--- src/sv/vnsc_pkg.sv ---
// ----------------------------------------------------------------------------
// vnsc_pkg
// Shared constants, token control type and palette lookup.
// ----------------------------------------------------------------------------
package vnsc_pkg;

   // Parameter defaults
   localparam int unsigned MAX_SEEDS_DEF    = 32;
   localparam int unsigned COORD_BITS_DEF   = 10;
   localparam int unsigned PALETTE_SIZE_DEF = 7;

   // Fixed field widths
   localparam int unsigned ACTIVE_BITS      = 6;
   localparam int unsigned SLOT_BITS        = 5;
   localparam int unsigned COORD_FIELD_BITS = 10;
   localparam int unsigned COLOR_BITS       = 32;
   localparam int unsigned PAL_SEL_BITS     = 4;
   localparam int unsigned REQ_TDATA_BITS   = 32;
   localparam int unsigned RSP_TDATA_BITS   = 40;
   localparam int unsigned RSP_FIELD_BITS   = SLOT_BITS + COLOR_BITS;

   localparam logic [ACTIVE_BITS-1:0] ACTIVE_RESET = 6'd25;

   // Control bits that ride with each item down the chain
   typedef struct packed {
      logic valid;
      logic is_query;
      logic found;
   } tok_ctl_type;

   function automatic logic [COLOR_BITS-1:0] pal_color(input logic [PAL_SEL_BITS-1:0] sel);
      logic [COLOR_BITS-1:0] color;
      unique case (sel)
         4'd0:    color = 32'hFF3449FB;
         4'd1:    color = 32'hFF26BBB8;
         4'd2:    color = 32'hFF2FBDFA;
         4'd3:    color = 32'hFF98A583;
         4'd4:    color = 32'hFF9B86D3;
         4'd5:    color = 32'hFF7CC08E;
         4'd6:    color = 32'hFF1980FE;
         default: color = '0;
      endcase
      return color;
   endfunction

endpackage

--- src/sv/vnsc_out_buf.sv ---
// ----------------------------------------------------------------------------
// vnsc_out_buf
// Two-entry result buffer; keeps the chain moving while one result waits.
// ----------------------------------------------------------------------------
module vnsc_out_buf #(
   parameter int unsigned DATA_BITS = vnsc_pkg::RSP_FIELD_BITS
) (
   input  logic                 clock,
   input  logic                 reset,
   input  logic                 push,
   input  logic [DATA_BITS-1:0] push_data,
   input  logic                 out_ready,
   output logic                 out_valid,
   output logic [DATA_BITS-1:0] out_data,
   output logic                 room
);

   logic [1:0]           count_ff, count_in;
   logic [DATA_BITS-1:0] slot0_ff, slot0_in;
   logic [DATA_BITS-1:0] slot1_ff, slot1_in;
   logic                 pop;
   logic [1:0]           wr_pos;

   always_comb begin
      pop      = count_ff != 2'd0 && out_ready;
      wr_pos   = count_ff - {1'b0, pop};
      slot0_in = pop ? slot1_ff : slot0_ff;
      slot1_in = slot1_ff;
      if (push && wr_pos == 2'd0) begin
         slot0_in = push_data;
      end
      if (push && wr_pos == 2'd1) begin
         slot1_in = push_data;
      end
      count_in = count_ff + {1'b0, push} - {1'b0, pop};
   end

   always_ff @(posedge clock) begin
      if (reset) begin
         count_ff <= 2'd0;
      end else begin
         count_ff <= count_in;
      end
      slot0_ff <= slot0_in;
      slot1_ff <= slot1_in;
   end

   assign out_valid = count_ff != 2'd0;
   assign out_data  = slot0_ff;
   assign room      = !count_ff[1];

endmodule

--- config.mk ---
export PLATFORM = sky130hd
export DESIGN_NAME = vnsc_out_buf
export DESIGN_NICKNAME = d
export VERILOG_FILES = /design/src/sv/vnsc_pkg.sv /design/src/sv/vnsc_out_buf.sv
export SDC_FILE = /design/constraint.sdc
export NUM_CORES = 1
export LEC_CHECK = 0
export ABC_AREA = 0
export ABC_CLOCK_PERIOD_IN_PS = 4900
export BUFFER_PORTS_ARGS = -buffer_cell sky130_fd_sc_hd__buf_2
export CAP_MARGIN = 40
export CORE_UTILIZATION = 40
export DETAILED_ROUTE_END_ITERATION = 8
export MAX_ROUTING_LAYER = met4
export PLACE_DENSITY = 0.61
export RECOVER_POWER = 25
export SYNTH_ARGS = -nofsm -noshare
export SYNTH_HDL_FRONTEND = slang
export SYNTH_SLANG_ARGS = --single-unit
--- constraint.sdc ---
create_clock -name clock -period 4.9 [get_ports clock]
set_input_delay 0.245 -clock clock [delete_from_list [all_inputs] [get_ports clock]]
set_output_delay 0.245 -clock clock [all_outputs]
set_load 0.02 [all_outputs]
Yosys cells after proc, flatten, opt, wreduce, memory -nomap -nowiden
Cells that the tools add are included.
- add/sub/neg operators: 3
- $mul: 0
- divide/modulo/power cells: 0
- magnitude comparators: 0
- equal/unequal tests: 1
- shift operators: 0
- multiplexer cells: 2
- bitwise gates (word level): 0
- reductions and logical operators: 7
- operators by type and width (operator ; number):
    $mux 37 ; 2
    $reduce_bool 2->1 ; 2
    $sub 2x1->2 ; 2
    $logic_and 1x1->1 ; 3
    $add 2x1->2 ; 1
    $eq 2x1->1 const B ; 1
    $logic_not 2->1 ; 1
    $logic_not 1->1 ; 1
- register bits after elaboration: 76
- latch bits: 0
- memory bits (writable): 0
- ROM bits: 0
- input port bits: 41
- logic and storage cells: 16
- memories: 0

Longest topological paths before layout
Gate-level depths: netlist (run 1).
- depth after elaboration: 6
- mapped depth: 7
- gate-level depth less buffers: 7

Worst setup path after synthesis (run 1)
OpenSTA, ideal clock, no wires.
- path type: register to register
- start point: register count_ff[1]
- end point: register slot1_ff[0], enable pin
- library setup time: 0.485 ns
- data arrival time: 3.690 ns
- setup slack: 0.725 ns
- stages on the path, launching flop included: 6
- period minus slack after synthesis: 4.175 ns
- cells stage by stage: dfxtp_1 -> o21ai_0 -> inv_1 -> ha_1 -> xor2_1 -> nor3b_1
- word-level cells in the longest chain between the ends: 5
- RTL lines (item ; RTL line ; RTL):
    start: declaration ; vnsc_out_buf.sv:18 ; logic [1:0] count_ff, count_in;
    start signal: assignment ; vnsc_out_buf.sv:42 ; count_ff <= count_in;
    $reduce_bool 2->1 ; vnsc_out_buf.sv:25 ; pop = count_ff != 2'd0 && out_ready;
    $logic_and 1x1->1 ; vnsc_out_buf.sv:25 ;
    $sub 2x1->2 (*) ; vnsc_out_buf.sv:26 ; wr_pos = count_ff - {1'b0, pop};
    $eq 2x1->1 (*) ; vnsc_out_buf.sv:32 ; if (push && wr_pos == 2'd1) begin
    $logic_and 1x1->1 (*) ; vnsc_out_buf.sv:32 ;
    end signal: assignment ; vnsc_out_buf.sv:45 ; slot1_ff <= slot1_in;
    end: declaration ; vnsc_out_buf.sv:20 ; logic [DATA_BITS-1:0] slot1_ff, slot1_in;
Mark *: on every way between the ends. The rest lies on a longest branch, timed or not.
A chain may end at the register's enable or synchronous reset.

Worst setup path after layout (run 1)
- start point: register count_ff[1]
- end point: register slot0_ff[25], in the netlist out_data[25], enable pin
- word-level cells in the longest chain between the ends: 6
- RTL lines (item ; RTL line ; RTL):
    $reduce_bool 2->1 ; vnsc_out_buf.sv:25 ;
    $logic_and 1x1->1 ; vnsc_out_buf.sv:25 ;
    $sub 2x1->2 ; vnsc_out_buf.sv:26 ;
    $logic_not 2->1 ; vnsc_out_buf.sv:29 ; if (push && wr_pos == 2'd0) begin
    $logic_and 1x1->1 ; vnsc_out_buf.sv:29 ;
    $reduce_bool 2->1 (no line) (*) ; -- ;
    end signal: assignment ; vnsc_out_buf.sv:44 ; slot0_ff <= slot0_in;
    end: declaration ; vnsc_out_buf.sv:19 ; logic [DATA_BITS-1:0] slot0_ff, slot0_in;
Marked as above.

==> reports/qor.csv, run 1 <==
metric,value,unit
run_status,finished clean,
synth-xor-area-share,0.00301,
die_w,87.3,µm
core_area,6910,µm²
tritoncts,built,
crit_arrival,2.70,ns
cts_root_buf,clkbuf_8,
fmax,374,MHz
start_kind,flop,
die_h,87.3,µm
p_sw_frac,0.326,
rows,30,
p_per_area,687,nW/µm²
combPwrFrac,0.355,
synthDistinctLibCells,16,
crit_type,flop to flop,
gr-total-overflow,0,
leakagePower,1.35,nW
start_util,0.421,
worst_pin_slew,0.653,ns
min_period_over_period,0.546,
fin_nets,265,
synth_cells,133,
cpLargestDelayFamily,simple AND/OR/NAND/NOR gates,
crit_required,4.93,ns
cts_resized,0,
ir_worst_vdd,0.448,mV
relSlewSlack,0.564,
drt_pass1_iterations,3,
postRouteAntennaNets,0,
synth_seq_cells,76,
synth_top_area_share,0.764,
setup_viol,0,
postCtsSetupBuffers,0,
min_period,2.67,ns
rsz0062_at_grt,false,
p_sw,799,µW
viasPerCell,4.41,
grt_pass1_wl,6.91,mm
cp.buffers_inverters,2,
wl_per_cell,14.0,µm
seq_power_share,0.464,
cts-htree-levels,3,
synth_top_cell_by_area,edfxtp_1,
final_cell_mix,"74 x edfxtp_1, 42 x clkbuf_1, 38 x buf_2",
clockBufferDepth,2,
fin_skew,0.00822,ns
crit_slowest_cell,nand3b_4,
drive_above_1_share,0.423,
fin_tns_setup,0,ns
maxCapViolations,0,
dieArea,7620,µm²
synth-simple-area-share,0.0185,
synth_top_family_by_area,multiplexers,
grt_pass1_vias,1463,
mappedNetlistArea,2910,µm²
grt_max_degree,39,
final_common_cell,edfxtp_1,
total_power,2.45,mW
clk_latency,0.33,ns
p_clk_frac,0.181,
end_kind,flop,
syn_to_final_growth,22.4,%
synth.yosys.seq_area_share,0.777,
hold_viol_final,0,
slew_violations,0,
synth_nets,176,
io_buffers,79,
worst-path-max-fanout,38,
synth_fa_ha_area_frac,0.00860,
detail_route.iter0.violations,55,
drt_wl_total,4.52,mm
syn_avg_cell_area,21.9,µm²
clkTransAtPathRegs,0.08,ns
max_stage_delay,0.51,ns
cts_hold_buf,0,
place.gp.congestion,0.683,
crit_chain,"o21ai_0, inv_1, ha_1, nand3b_4, nand2_2, buf_12",
yosys-top-cells-area,"edfxtp_1 76%, mux2_4 9.8%, mux2_2 7.4%, dfxtp_1 1.4%, buf_6 1.2%",
num_io_pins,80,
cts_made_buffers,9,
drc,0,
vias,1425,
synthMuxAreaShare,0.172,
yosysWarnings,0,
p_int,1.65,mW
grtUsageTotal,0.130,
antenna_cells,0,
hpwlAfterDp,3.17,mm
antenna_found_initial,0,
min_path_type,input pin to flop,
synth-compound-area-share,0.00172,
cts_sinks,76,
-- flip-flops by register name (all words and copies together) (netlist names) --
name and cells:
out_data 37, slot1_ff 37, count_ff 2
-- worst register-to-register path, cell delays in order, from the launching register on --
cell      delay [ns]
dfxtp_1         0.35
o21ai_0         0.30
inv_1           0.08
ha_1            0.39
nand3b_4        0.51
nand2_2         0.49
buf_12          0.25
-- worst paths after layout --
| path | from | to | slack [ns] | depth (start not counted) |
|---|---|---|---|---|
| worst max-delay path | count_ff[1] | out_data[25] | 2.23 | 6 |
| worst min-delay path | push_data[6] | slot1_ff[6] | 0.1 | 1 |
| worst max register to register | count_ff[1] | out_data[25] | 2.23 | 6 |
| worst min register to register | slot1_ff[23] | out_data[23] | 0.55 | 1 |
-- cell families after synthesis --
logic type	after synthesis
DFF	76
AOI/OAI and AO/OA	1
and+or+nand+nor	7
buffers and inverters	8
xor gates and xnor gates	1
muxes	38
adders and majority gates	2
-- cell usage after synthesis (all sizes together) --
| master | count |
|---|---|
| nor3b | 1 |
| xor2 | 1 |
| or2 | 1 |
| mux2 | 38 |
| nand2 | 1 |
| nand3b | 1 |
| ha | 2 |
| dfxtp | 2 |
| nor2 | 1 |
| o21ai | 1 |
| edfxtp | 74 |
| inv | 4 |
| buf | 4 |
| nor2b | 2 |
-- stage by stage --
stage	instances	hold WS (ns)	util	instance area (µm²)	setup slack [ns]
after global routing	323	0.0864	0.516	3560	2.01
final	323	0.0966	0.516	3560	2.23
after detailed placement	307	0.441	0.497	3430	2.18
after floorplan	133	0.317	-	2910	0.725
after global placement	305	0.438	0.492	3400	2.00
after CTS	323	0.0799	0.523	3610	2.17
-- per-layer routing --
layer,share of wire,GRT usage,vias to the layer above
met3,0.051,0.0360,10
li1,-,-,695
met4,0.021,0.0715,0
met1,0.45,0.149,672
met2,0.48,0.207,48
met5,0,-,-
-- final cells by class --
type,count,area [µm²]
fillers,619,3340
flip-flops and latches,76,2260
multi-input cells,49,599
repair buffers,82,383
clock buffers,10,128
well taps,96,120
clock inverters,6,55.1
inverters,4,15.0
-- power groups by stage --
| stage | registers [mW] | logic, mW | clock network (mW) |
|---|---|---|---|
| after floorplan | 1.38 | 0.412 | 0 |
| after global placement | 1.15 | 0.862 | 0 |
| after detailed placement | 1.15 | 0.899 | 0 |
| after CTS | 1.14 | 0.901 | 0.457 |
| after global routing | 1.16 | 0.928 | 0.483 |
| final | 1.14 | 0.869 | 0.444 |
Note: power is estimated with default switching activity, not from simulation.
==> run 2, diff against run 1 <==
- ABC_CLOCK_PERIOD_IN_PS: 4900 -> 2300
- PLACE_DENSITY: 0.61 -> 0.63
- clock period: 4.9 -> 2.3 ns (I/O delays scaled with it)
==> run 2 against run 1 <==
  * Clock skew is 0.0051 ns lower
  * Via count up 12%
  * Wire length up 8.2%
  * Cell area grew 12%
  * Global-route usage up 1.0 points
  * Non-clock buffer count rose by 39
  * Largest cell class unchanged
==> reports/qor.csv, run 2 (same netlist as run 1, synthesis figures left out) <==
metric,value,unit
run_status,finished clean,
postCtsSetupBuffers,0,
r2r-start,count_ff[1],
holdWs,0.190,ns
detail_route.iter0.violations,51,
cts_made_buffers,9,
num_io_pins,80,
startpoint,count_ff[1],
worst_pin_slew,0.342,ns
clockBufferDepth,2,
p_clk_frac,0.175,
maxCapViolations,0,
min_period,1.95,ns
multiInputGateArea,622,µm²
place.gp.congestion,0.710,
antenna_found_initial,0,
vias,1601,
fin_skew,0.00315,ns
grt_max_degree,38,
crit_chain,"o21ai_2, inv_1, ha_4, nand3b_4, buf_12, mux2_4",
end_kind,flop,
wl_per_cell,13.5,µm
relSlewSlack,0.771,
min_period_over_period,0.849,
core_area,6910,µm²
syn_to_final_growth,36.6,%
seq_power_share,0.455,
cts-htree-levels,3,
crit_slowest_cell,dfxtp_1,
postRouteAntennaNets,0,
hpwlAfterDp,3.13,mm
drc,0,
worst-path-max-fanout,25,
final_cell_mix,"74 x edfxtp_1, 46 x clkbuf_1, 38 x dlygate4sd3_1",
combPwrFrac,0.370,
cp.buffers_inverters,2,
die_w,87.3,µm
final_common_cell,edfxtp_1,
fin_tns_setup,0,ns
clk_latency,0.33,ns
grt_pass1_wl,7.33,mm
ir_worst_vdd,0.670,mV
cpLargestDelayFamily,flip-flops,
cts_resized,0,
gr-total-overflow,0,
tritoncts,built,
clkTransAtPathRegs,0.07,ns
grt_pass1_vias,1538,
regArea,2260,µm²
slew_violations,0,
crit_type,flop to flop,
r2r_slack,0.35,ns
drt_pass1_iterations,4,
start_kind,flop,
crit_arrival,2.04,ns
start_util,0.421,
io_buffers,79,
die_h,87.3,µm
grtUsageTotal,0.140,
fmax,512,MHz
antenna_cells,0,
p_per_area,1340,nW/µm²
cts_sinks,76,
fin_nets,304,
viasPerCell,4.42,
min-delay-start,push,
rsz0062_at_grt,false,
crit_required,2.38,ns
hold_viol_final,0,
p_sw,1.73,mW
dieArea,7620,µm²
leakagePower,1.51,nW
rows,30,
setup_viol,0,
drt_wl_total,4.89,mm
fillers,595,
max_stage_delay,0.36,ns
min_path_type,input pin to flop,
p_sw_frac,0.324,
total_power,5.32,mW
p_int,3.60,mW
drive_above_1_share,0.357,
cts_root_buf,clkbuf_8,
-- run 2: final cells by class --
type                            instances  share of cell area
Inverter                                4             0.00378
Clock inverter                          6              0.0138
Timing Repair Buffer                  121               0.195
Sequential cell                        76               0.569
Tap cell                               96              0.0302
Clock buffer                           10              0.0321
Multi-Input combinational cell         49               0.156
-- run 2: worst reg2reg max path, cell delays in order (launching register included) --
cell	delay, ns
dfxtp_1	0.36
o21ai_2	0.16
inv_1	0.09
ha_4	0.31
nand3b_4	0.21
buf_12	0.26
mux2_4	0.31
-- run 2: through the flow --
stage,util,instances,instance area [µm²],worst slack [ns]
CTS,0.584,362,4030,0.327
floorplan,-,133,2940,0.000993
finish,0.576,362,3980,0.347
global placement,0.502,308,3470,0.391
detailed placement,0.502,308,3470,0.338
global route,0.576,362,3980,0.247
-- run 2: path summary, 6_finish.rpt --
check / to / depth (start not counted)
min: count_ff[0] / 3
max: out_data[30] / 6
min reg2reg: out_data[1] / 1
max reg2reg: out_data[30] / 6
-- run 2: layer usage --
layer | global-route usage | routed length [µm]
met2 | 0.215 | 2390
met3 | 0.0313 | 206
met1 | 0.166 | 2150
met5 | - | 0
met4 | 0.0939 | 144
-- run 2: repair_timing --
item                       in CTS  in global routing
hold endpoints to repair       38                  0
setup endpoints to repair       0                  0
hold buffers                   38                  0
-- run 2: power by group through the flow --
stage / combinational (mW) / clock, mW / sequential (mW)
floorplan: 0.933 / 0 / 2.92
global placement: 1.96 / 0 / 2.45
detailed placement: 1.98 / 0 / 2.46
CTS: 2.03 / 0.963 / 2.43
global route: 2.11 / 1.01 / 2.48
finish: 1.97 / 0.931 / 2.42
