$ cat src/sv/vnsc_pkg.sv
// ----------------------------------------------------------------------------
// vnsc_pkg
// Shared constants, token control type and palette lookup.
// ----------------------------------------------------------------------------
package vnsc_pkg;

   // Parameter defaults
   localparam int unsigned MAX_SEEDS_DEF    = 32;
   localparam int unsigned COORD_BITS_DEF   = 10;
   localparam int unsigned PALETTE_SIZE_DEF = 7;

   // Fixed field widths
   localparam int unsigned ACTIVE_BITS      = 6;
   localparam int unsigned SLOT_BITS        = 5;
   localparam int unsigned COORD_FIELD_BITS = 10;
   localparam int unsigned COLOR_BITS       = 32;
   localparam int unsigned PAL_SEL_BITS     = 4;
   localparam int unsigned REQ_TDATA_BITS   = 32;
   localparam int unsigned RSP_TDATA_BITS   = 40;
   localparam int unsigned RSP_FIELD_BITS   = SLOT_BITS + COLOR_BITS;

   localparam logic [ACTIVE_BITS-1:0] ACTIVE_RESET = 6'd25;

   // Control bits that ride with each item down the chain
   typedef struct packed {
      logic valid;
      logic is_query;
      logic found;
   } tok_ctl_type;

   function automatic logic [COLOR_BITS-1:0] pal_color(input logic [PAL_SEL_BITS-1:0] sel);
      logic [COLOR_BITS-1:0] color;
      unique case (sel)
         4'd0:    color = 32'hFF3449FB;
         4'd1:    color = 32'hFF26BBB8;
         4'd2:    color = 32'hFF2FBDFA;
         4'd3:    color = 32'hFF98A583;
         4'd4:    color = 32'hFF9B86D3;
         4'd5:    color = 32'hFF7CC08E;
         4'd6:    color = 32'hFF1980FE;
         default: color = '0;
      endcase
      return color;
   endfunction

endpackage

$ cat src/sv/vnsc_cell.sv
// ----------------------------------------------------------------------------
// vnsc_cell
// One seed slot: holds its point, scores queries, passes the running best.
// ----------------------------------------------------------------------------
module vnsc_cell #(
   parameter int unsigned CELL_IDX     = 0,
   parameter int unsigned COORD_BITS   = vnsc_pkg::COORD_BITS_DEF,
   parameter int unsigned PALETTE_SIZE = vnsc_pkg::PALETTE_SIZE_DEF,
   parameter int unsigned IDX_BITS     = 5,
   parameter int unsigned PAL_BITS     = 3
) (
   input  logic                                  clock,
   input  logic                                  reset,
   input  logic                                  advance,
   input  logic [vnsc_pkg::ACTIVE_BITS-1:0]      active_seeds,
   input  vnsc_pkg::tok_ctl_type                 in_ctl,
   input  logic [vnsc_pkg::SLOT_BITS-1:0]        in_slot,
   input  logic [COORD_BITS-1:0]                 in_x,
   input  logic [COORD_BITS-1:0]                 in_y,
   input  logic [2*COORD_BITS:0]                 in_best_d,
   input  logic [IDX_BITS-1:0]                   in_best_idx,
   input  logic [PAL_BITS-1:0]                   in_best_pal,
   output vnsc_pkg::tok_ctl_type                 out_ctl,
   output logic [vnsc_pkg::SLOT_BITS-1:0]        out_slot,
   output logic [COORD_BITS-1:0]                 out_x,
   output logic [COORD_BITS-1:0]                 out_y,
   output logic [2*COORD_BITS:0]                 out_best_d,
   output logic [IDX_BITS-1:0]                   out_best_idx,
   output logic [PAL_BITS-1:0]                   out_best_pal
);

   localparam int unsigned SQ_BITS = 2 * COORD_BITS;
   localparam logic [IDX_BITS-1:0] CELL_IDX_V = IDX_BITS'(CELL_IDX);
   localparam logic [PAL_BITS-1:0] CELL_PAL_V = PAL_BITS'(CELL_IDX % PALETTE_SIZE);

   logic [COORD_BITS-1:0] seed_x_ff, seed_x_in;
   logic [COORD_BITS-1:0] seed_y_ff, seed_y_in;

   vnsc_pkg::tok_ctl_type a_ctl_ff, a_ctl_in;
   logic [vnsc_pkg::SLOT_BITS-1:0] a_slot_ff;
   logic [COORD_BITS-1:0]          a_x_ff, a_y_ff;
   logic [SQ_BITS:0]               a_best_d_ff;
   logic [IDX_BITS-1:0]            a_best_idx_ff;
   logic [PAL_BITS-1:0]            a_best_pal_ff;
   logic [SQ_BITS-1:0]             a_sqx_ff, a_sqx_in;
   logic [SQ_BITS-1:0]             a_sqy_ff, a_sqy_in;

   vnsc_pkg::tok_ctl_type b_ctl_ff, b_ctl_in;
   logic [vnsc_pkg::SLOT_BITS-1:0] b_slot_ff;
   logic [COORD_BITS-1:0]          b_x_ff, b_y_ff;
   logic [SQ_BITS:0]               b_best_d_ff, b_best_d_in;
   logic [IDX_BITS-1:0]            b_best_idx_ff, b_best_idx_in;
   logic [PAL_BITS-1:0]            b_best_pal_ff, b_best_pal_in;

   logic                  seed_we;
   logic [COORD_BITS-1:0] dx, dy;
   logic [SQ_BITS:0]      sum_sq;
   logic                  in_range;
   logic                  take;

   // Stage A: load the slot, or square the offsets of a query
   always_comb begin
      seed_we   = advance && in_ctl.valid && !in_ctl.is_query
                  && (32'(in_slot) == CELL_IDX);
      seed_x_in = seed_we ? in_x : seed_x_ff;
      seed_y_in = seed_we ? in_y : seed_y_ff;
      dx        = (in_x >= seed_x_ff) ? (in_x - seed_x_ff) : (seed_x_ff - in_x);
      dy        = (in_y >= seed_y_ff) ? (in_y - seed_y_ff) : (seed_y_ff - in_y);
      a_sqx_in  = SQ_BITS'(dx) * SQ_BITS'(dx);
      a_sqy_in  = SQ_BITS'(dy) * SQ_BITS'(dy);
      a_ctl_in  = in_ctl;
   end

   // Stage B: sum, compare, keep the lower index on a tie
   always_comb begin
      sum_sq        = {1'b0, a_sqx_ff} + {1'b0, a_sqy_ff};
      in_range      = 32'(active_seeds) > CELL_IDX;
      take          = a_ctl_ff.valid && a_ctl_ff.is_query && in_range
                      && (!a_ctl_ff.found || (sum_sq < a_best_d_ff));
      b_ctl_in       = a_ctl_ff;
      b_ctl_in.found = a_ctl_ff.found || take;
      b_best_d_in   = take ? sum_sq     : a_best_d_ff;
      b_best_idx_in = take ? CELL_IDX_V : a_best_idx_ff;
      b_best_pal_in = take ? CELL_PAL_V : a_best_pal_ff;
   end

   always_ff @(posedge clock) begin
      seed_x_ff <= seed_x_in;
      seed_y_ff <= seed_y_in;
      if (reset) begin
         a_ctl_ff <= '0;
         b_ctl_ff <= '0;
      end else if (advance) begin
         a_ctl_ff <= a_ctl_in;
         b_ctl_ff <= b_ctl_in;
      end
      if (advance) begin
         a_slot_ff     <= in_slot;
         a_x_ff        <= in_x;
         a_y_ff        <= in_y;
         a_best_d_ff   <= in_best_d;
         a_best_idx_ff <= in_best_idx;
         a_best_pal_ff <= in_best_pal;
         a_sqx_ff      <= a_sqx_in;
         a_sqy_ff      <= a_sqy_in;
         b_slot_ff     <= a_slot_ff;
         b_x_ff        <= a_x_ff;
         b_y_ff        <= a_y_ff;
         b_best_d_ff   <= b_best_d_in;
         b_best_idx_ff <= b_best_idx_in;
         b_best_pal_ff <= b_best_pal_in;
      end
   end

   assign out_ctl      = b_ctl_ff;
   assign out_slot     = b_slot_ff;
   assign out_x        = b_x_ff;
   assign out_y        = b_y_ff;
   assign out_best_d   = b_best_d_ff;
   assign out_best_idx = b_best_idx_ff;
   assign out_best_pal = b_best_pal_ff;

endmodule

$ cat config.mk
export PLATFORM = sky130hd
export DESIGN_NAME = vnsc_cell
export DESIGN_NICKNAME = d
export VERILOG_FILES = /design/src/sv/vnsc_pkg.sv /design/src/sv/vnsc_cell.sv
export SDC_FILE = /design/constraint.sdc
export NUM_CORES = 1
export LEC_CHECK = 0
export ABC_CLOCK_PERIOD_IN_PS = 9900
export BUFFER_PORTS_ARGS = -buffer_cell sky130_fd_sc_hd__buf_2
export CORE_UTILIZATION = 32
export CTS_CLUSTER_DIAMETER = 50
export DETAILED_ROUTE_END_ITERATION = 7
export PLACE_DENSITY_LB_ADDON = 0.12
export SLEW_MARGIN = 20
export SYNTH_ARGS = -nofsm -noshare
export SYNTH_HDL_FRONTEND = slang
export SYNTH_SLANG_ARGS = --single-unit
$ cat constraint.sdc
create_clock -name clock -period 9.9 [get_ports clock]
set_clock_uncertainty 0.2 [all_clocks]
set_input_delay 0.99 -clock clock [delete_from_list [all_inputs] [get_ports clock]]
set_output_delay 0.99 -clock clock [all_outputs]
set_load 0.05 [all_outputs]
# Yosys cells after proc, flatten, opt, wreduce, memory -nomap -nowiden
# Cells that the tools add are included.
# W data, S select, Z words.
dict set report word_totals {
  ff_bits 174
  in_bits 66
  output_inout_bits 57
  elab_cells 47
}
dict set report classes {
  add_sub_neg 5
  multipliers 2
  n_lt_le_gt_ge 4
  mux 3
  reduce_logical 11
}
# operator n
set ops {}
lappend ops {{$mul A10 B10 Y20} 2}
lappend ops {{$sub A10 B10 Y10} 4}
lappend ops {{$add A20 B20 Y21} 1}
lappend ops {{$lt A21 B21 Y1} 1}
lappend ops {{$mux W21} 1}
lappend ops {{$ge A10 B10 Y1} 2}
lappend ops {{$mux W10} 2}
lappend ops {{$gt A6 B1 Y1 const B} 1}
lappend ops {{$logic_and A1 B1 Y1} 6}
lappend ops {{$logic_not A5 Y1} 1}
lappend ops {{$logic_not A1 Y1} 2}
lappend ops {{$logic_or A1 B1 Y1} 2}

# Logic depth before layout (Yosys ltp)
dict set report logic_depth {
  word_depth 5
  depth_mapped 34
  ltp_nobuf 33
}

# Worst setup path after synthesis
# OpenSTA, ideal clock, no wires.
dict set report synth_timing {
  path_kind {input to register}
  from {in in_y[0]}
  to {reg a_sqy_ff[18] (data pin)}
  setup_time_ns 0.195
  t_arrival_ns 7.691
  t_required_ns 9.505
  setup_slack_ns 1.814
  stages 31
  path_buffers 1
  path_cell_list {inv_1 > ha_1 > inv_1 > fa_1 > a21oi_1 > a21oi_1 > o32ai_4 > buf_2 > a211oi_1 > a21o_1 > xor2_1 > or2_2 > fa_1 > fa_1 > inv_1 > ha_1 > fa_1 > inv_1 > fa_1 > inv_1 > ha_1 > a21oi_1 > o21ai_0 > a21oi_1 > inv_1 > a21oi_1 > o21ai_0 > a21oi_1 > a2bb2oi_1 > a21oi_1 > o311ai_0}
}
dict set report synth_between {
  elab_chain_len 3
  word_cells_on_any_way 5
  classes_between {add/sub: 2; mul: 1; order compare: 1; mux: 1}
}
# element line
set synth_lines {}
lappend synth_lines {{from (decl)} vnsc_cell.sv:19} ;# input logic [COORD_BITS-1:0] in_y,
lappend synth_lines {{$sub A10 B10 Y10 or $ge A10 B10 Y1 (tied branches)} vnsc_cell.sv:68} ;# dy = (in_y >= seed_y_ff) ? (in_y - seed_y_ff) : (seed_y_ff - in_y);
lappend synth_lines {{$mux W10 *} vnsc_cell.sv:68}
lappend synth_lines {{$mul A10 B10 Y20 *} vnsc_cell.sv:70} ;# a_sqy_in = SQ_BITS'(dy) * SQ_BITS'(dy);
lappend synth_lines {{via a_sqy_in[18]} vnsc_cell.sv:46} ;# logic [SQ_BITS-1:0] a_sqy_ff, a_sqy_in;
lappend synth_lines {{to (signal assigned)} vnsc_cell.sv:105} ;# a_sqy_ff <= a_sqy_in;
lappend synth_lines {{to (decl)} vnsc_cell.sv:46}
# Mark *: on every way through the listed nets, which the timed path passes. The rest lies on a longest branch.
# A chain may end at the register's enable or synchronous reset.

# Final worst setup path
dict set report layout_timing {
  from {in in_x[0]}
  to {reg a_sqx_ff[19] (data pin)}
}
dict set report layout_between {
  elab_chain_len 3
  word_cells_on_any_way 5
  classes_between {add/sub: 2; mul: 1; order compare: 1; mux: 1}
}
# element line
set layout_lines {}
lappend layout_lines {{from (decl)} vnsc_cell.sv:18} ;# input logic [COORD_BITS-1:0] in_x,
lappend layout_lines {{$sub A10 B10 Y10 or $ge A10 B10 Y1 (tied branches)} vnsc_cell.sv:67} ;# dx = (in_x >= seed_x_ff) ? (in_x - seed_x_ff) : (seed_x_ff - in_x);
lappend layout_lines {{$mux W10 *} vnsc_cell.sv:67}
lappend layout_lines {{$mul A10 B10 Y20 *} vnsc_cell.sv:69} ;# a_sqx_in = SQ_BITS'(dx) * SQ_BITS'(dx);
lappend layout_lines {{via a_sqx_in[19]} vnsc_cell.sv:45} ;# logic [SQ_BITS-1:0] a_sqx_ff, a_sqx_in;
lappend layout_lines {{to (signal assigned)} vnsc_cell.sv:104} ;# a_sqx_ff <= a_sqx_in;
lappend layout_lines {{to (decl)} vnsc_cell.sv:45}
# Marked as above.

==> impl_metrics.py <==
metrics = {
    "synthesis": {
        "synth_edf_count": 166,
        "synth_warnings": 0,
        "ys_async_sr_fraction_pct": 0,
        "synth_seq_cells": 172,
        "syn_area_per_cell_um2": 11.14,
        "synth_flop_cell": "edfxtp_1",
        "syn_nets": 1566,
        "ys_seq_area_share_pct": 37.32,
        "postSynthCellCount": 1228,
        "netlist_area_um2": 13680,
        "synth_cell_types": 58,
    },
    "layout": {
        "drive_above_1_share_pct": 16.24,
        "area_growth_pct": 14.14,
        "layout.nets": 1704,
        "final_area_um2": 15610,
        "diodes": 0,
        "fillers": 4163,
    },
    "place": {
        "place_ws_ns": 0.8847,
        "place_area_um2": 15010,
        "gp_congestion": 0.7986,
        "io_buffers": 122,
        "hpwl_um": 22190,
    },
    "critical_path": {
        "critical_path_class": "in2reg",
        "worstPathArrival_ns": 8.61,
        "start_kind": "input port",
        "cp_max_fo": 18,
        "critPathCaptureType": "flop",
        "cp_slowest_cell": "o21ai_2",
        "worstPathRequired_ns": 9.94,
        "cpPeakStageDelay_ns": 0.74,
    },
    "clocking": {
        "root_buffer": "clkbuf_16",
        "htreeDepth": 4,
        "clkSinkCount": 172,
        "clk_latency_ns": 0.49,
        "cts_made_buffers": 17,
        "cts_tree": "done",
        "post_cts_buffers": 0,
        "ctsResizeCount": 0,
        "clockBufferDepth": 2,
        "path_clk_slew_ns": 0.08,
        "ctsHoldBuffers": 0,
    },
    "min_path": {
        "hold_class": "reg2reg",
    },
    "routing": {
        "top_layer": "met4",
        "wl_met3_um": 1118,
        "route.detailed.drc": 0,
        "vias": 8663,
        "dr_wl_met2_um": 11940,
        "dr.pass1.iters": 5,
        "via_per_inst": 4.517,
        "antenna_left": 0,
        "wl_um": 28100,
        "drt_iter0_markers": 359,
        "drt-met1-wl_um": 14700,
        "drt-wirelength-per-cell_um": 14.65,
    },
    "global_route": {
        "antenna_found_initial": 0,
        "grt_pass1_vias": 8909,
        "grt_pass1_wl_um": 46760,
        "grt_max_degree": 58,
        "grt_use_total_pct": 13.88,
        "grt-ovfl-total": 0,
    },
    "timing": {
        "setup_viol": 0,
        "rsz0062_at_grt": "false",
        "worst_slack_ns": 1.329,
        "finalCriticalPeriod_ns": 8.571,
        "finalCritPeriodShare_pct": 86.58,
        "finalHoldViolCount": 0,
        "final_max_slew_viol_count": 0,
        "worst_pin_slew_ns": 0.9689,
        "slew_headroom_pct": 35.25,
        "fmax_ghz": 0.1167,
        "fin_tns_setup_ns": 0,
    },
    "floorplanning": {
        "fp.dieArea_um2": 43570,
        "coreArea_um2": 42040,
        "core.rowCount": 75,
        "die_y_um": 208.7,
        "io_pins": 123,
        "start_util_pct": 32.54,
        "die_width_um": 208.7,
    },
    "outcome": {
        "status": "complete, no violations",
    },
    "flow_run": {
        "cap_violations": 0,
    },
}
through the flow:
| step | hold slack [ns] | util [%] | cells |
|---|---|---|---|
| 2_1_floorplan | 0.2003 | - | 1228 |
| 3_3_place_gp | 0.2007 | 35.71 | 1886 |
| 3_5_place_dp | 0.2045 | 35.71 | 1886 |
| 4_1_cts | 0.2165 | 37.14 | 1918 |
| 5_1_grt | 0.2256 | 37.14 | 1918 |
| 6_report | 0.2186 | 37.14 | 1918 |
placed cells by master, fill, tap and decap left out, drive strengths merged, types with 14 or more instances in the layout:
cell and instances:
nand2b 18, fa 100, inv 225, o21ai 29
xnor2 53, clkbuf 19, edfxtp 166, xor2 22
and3 15, a21o 25, buf 138, nor2 95
mux2 26, o21bai 14, ha 172, nand3 17
mux2i 15, a21oi 64, or2 16, nand2 43
final cells by class:
type                    instances  area, um2  area share (%)
multi-input cells             819       7677           49.17
flip-flops and latches        172       5105           32.70
inverters                     218      818.3           5.241
repair buffers                138      737.0           4.720
well taps                     539      674.4           4.320
clock buffers                  19      454.2           2.909
clock inverters                13      146.4          0.9376
metal layers:
metal,global-route usage (%),vias to the layer above
li1,-,4443
met1,19.69,4069
met2,20.66,132
met3,3.667,19
met4,4.031,0
met5,0,-
final timing paths:
check,start,end,slack (ns),cells past startpoint
setup / recovery,in_x[0],a_sqx_ff[19]$_DFFE_PP_,1.33,29
setup reg to reg,seed_x_ff[0]$_DFFE_PP_,a_sqx_ff[19]$_DFFE_PP_,1.55,27
hold / removal,a_x_ff[0]$_DFFE_PP_,out_x[0]$_DFFE_PP_,0.22,0
hold reg to reg,a_x_ff[0]$_DFFE_PP_,out_x[0]$_DFFE_PP_,0.22,0
sequential cells by signal, indices dropped and copies added (netlist names):
name,cells
a_best_d_ff,21
a_best_idx_ff,5
a_best_pal_ff,3
a_ctl_ff,3
a_slot_ff,5
a_sqx_ff,19
a_sqy_ff,19
a_x_ff,10
a_y_ff,10
out_best_d,21
out_best_idx,5
out_best_pal,3
out_ctl,3
out_slot,5
out_x,10
out_y,10
seed_x_ff,10
seed_y_ff,10
synth_stat cells, drive strengths merged (22+ instances only):
master	instances	share of area [%]
a21oi	64	2.5
nor2	95	2.6
nand2	43	1.2
mux2	26	2.1
ha	172	16
o21ai	29	1.2
a21o	25	1.4
fa	100	15
xor2	22	1.4
inv	217	6.0
edfxtp	166	36
xnor2	53	3.4
cell families (layout without fill, tap and decap cells):
group                    Yosys count  count (layout)  synth area share [%]
adder cells (fa/ha/maj)          272             272                 30.37
buffers and inverters            237             388                 6.568
XOR/XNOR                          75              75                 4.802
AND/OR/NAND/NOR                  250             250                 8.727
flip-flops                       172             172                 37.32
multiplexers                      41              41                 3.238
AO/OA/AOI/OAI                    181             181                 8.974
worst max-delay path, delay by kind of cell:
kind | cells | cell delay, ns
muxes | 1 | 0.42
adders and majority gates | 7 | 3.20
xor gates and xnor gates | 2 | 0.59
and+or+nand+nor | 2 | 0.17
AOI/OAI and AO/OA | 11 | 2.62
buffers and inverters | 6 | 0.61
Power is left out: the tool's default activity adds up to more than one toggle a clock period on the data nets, which glitch-free logic cannot reach.
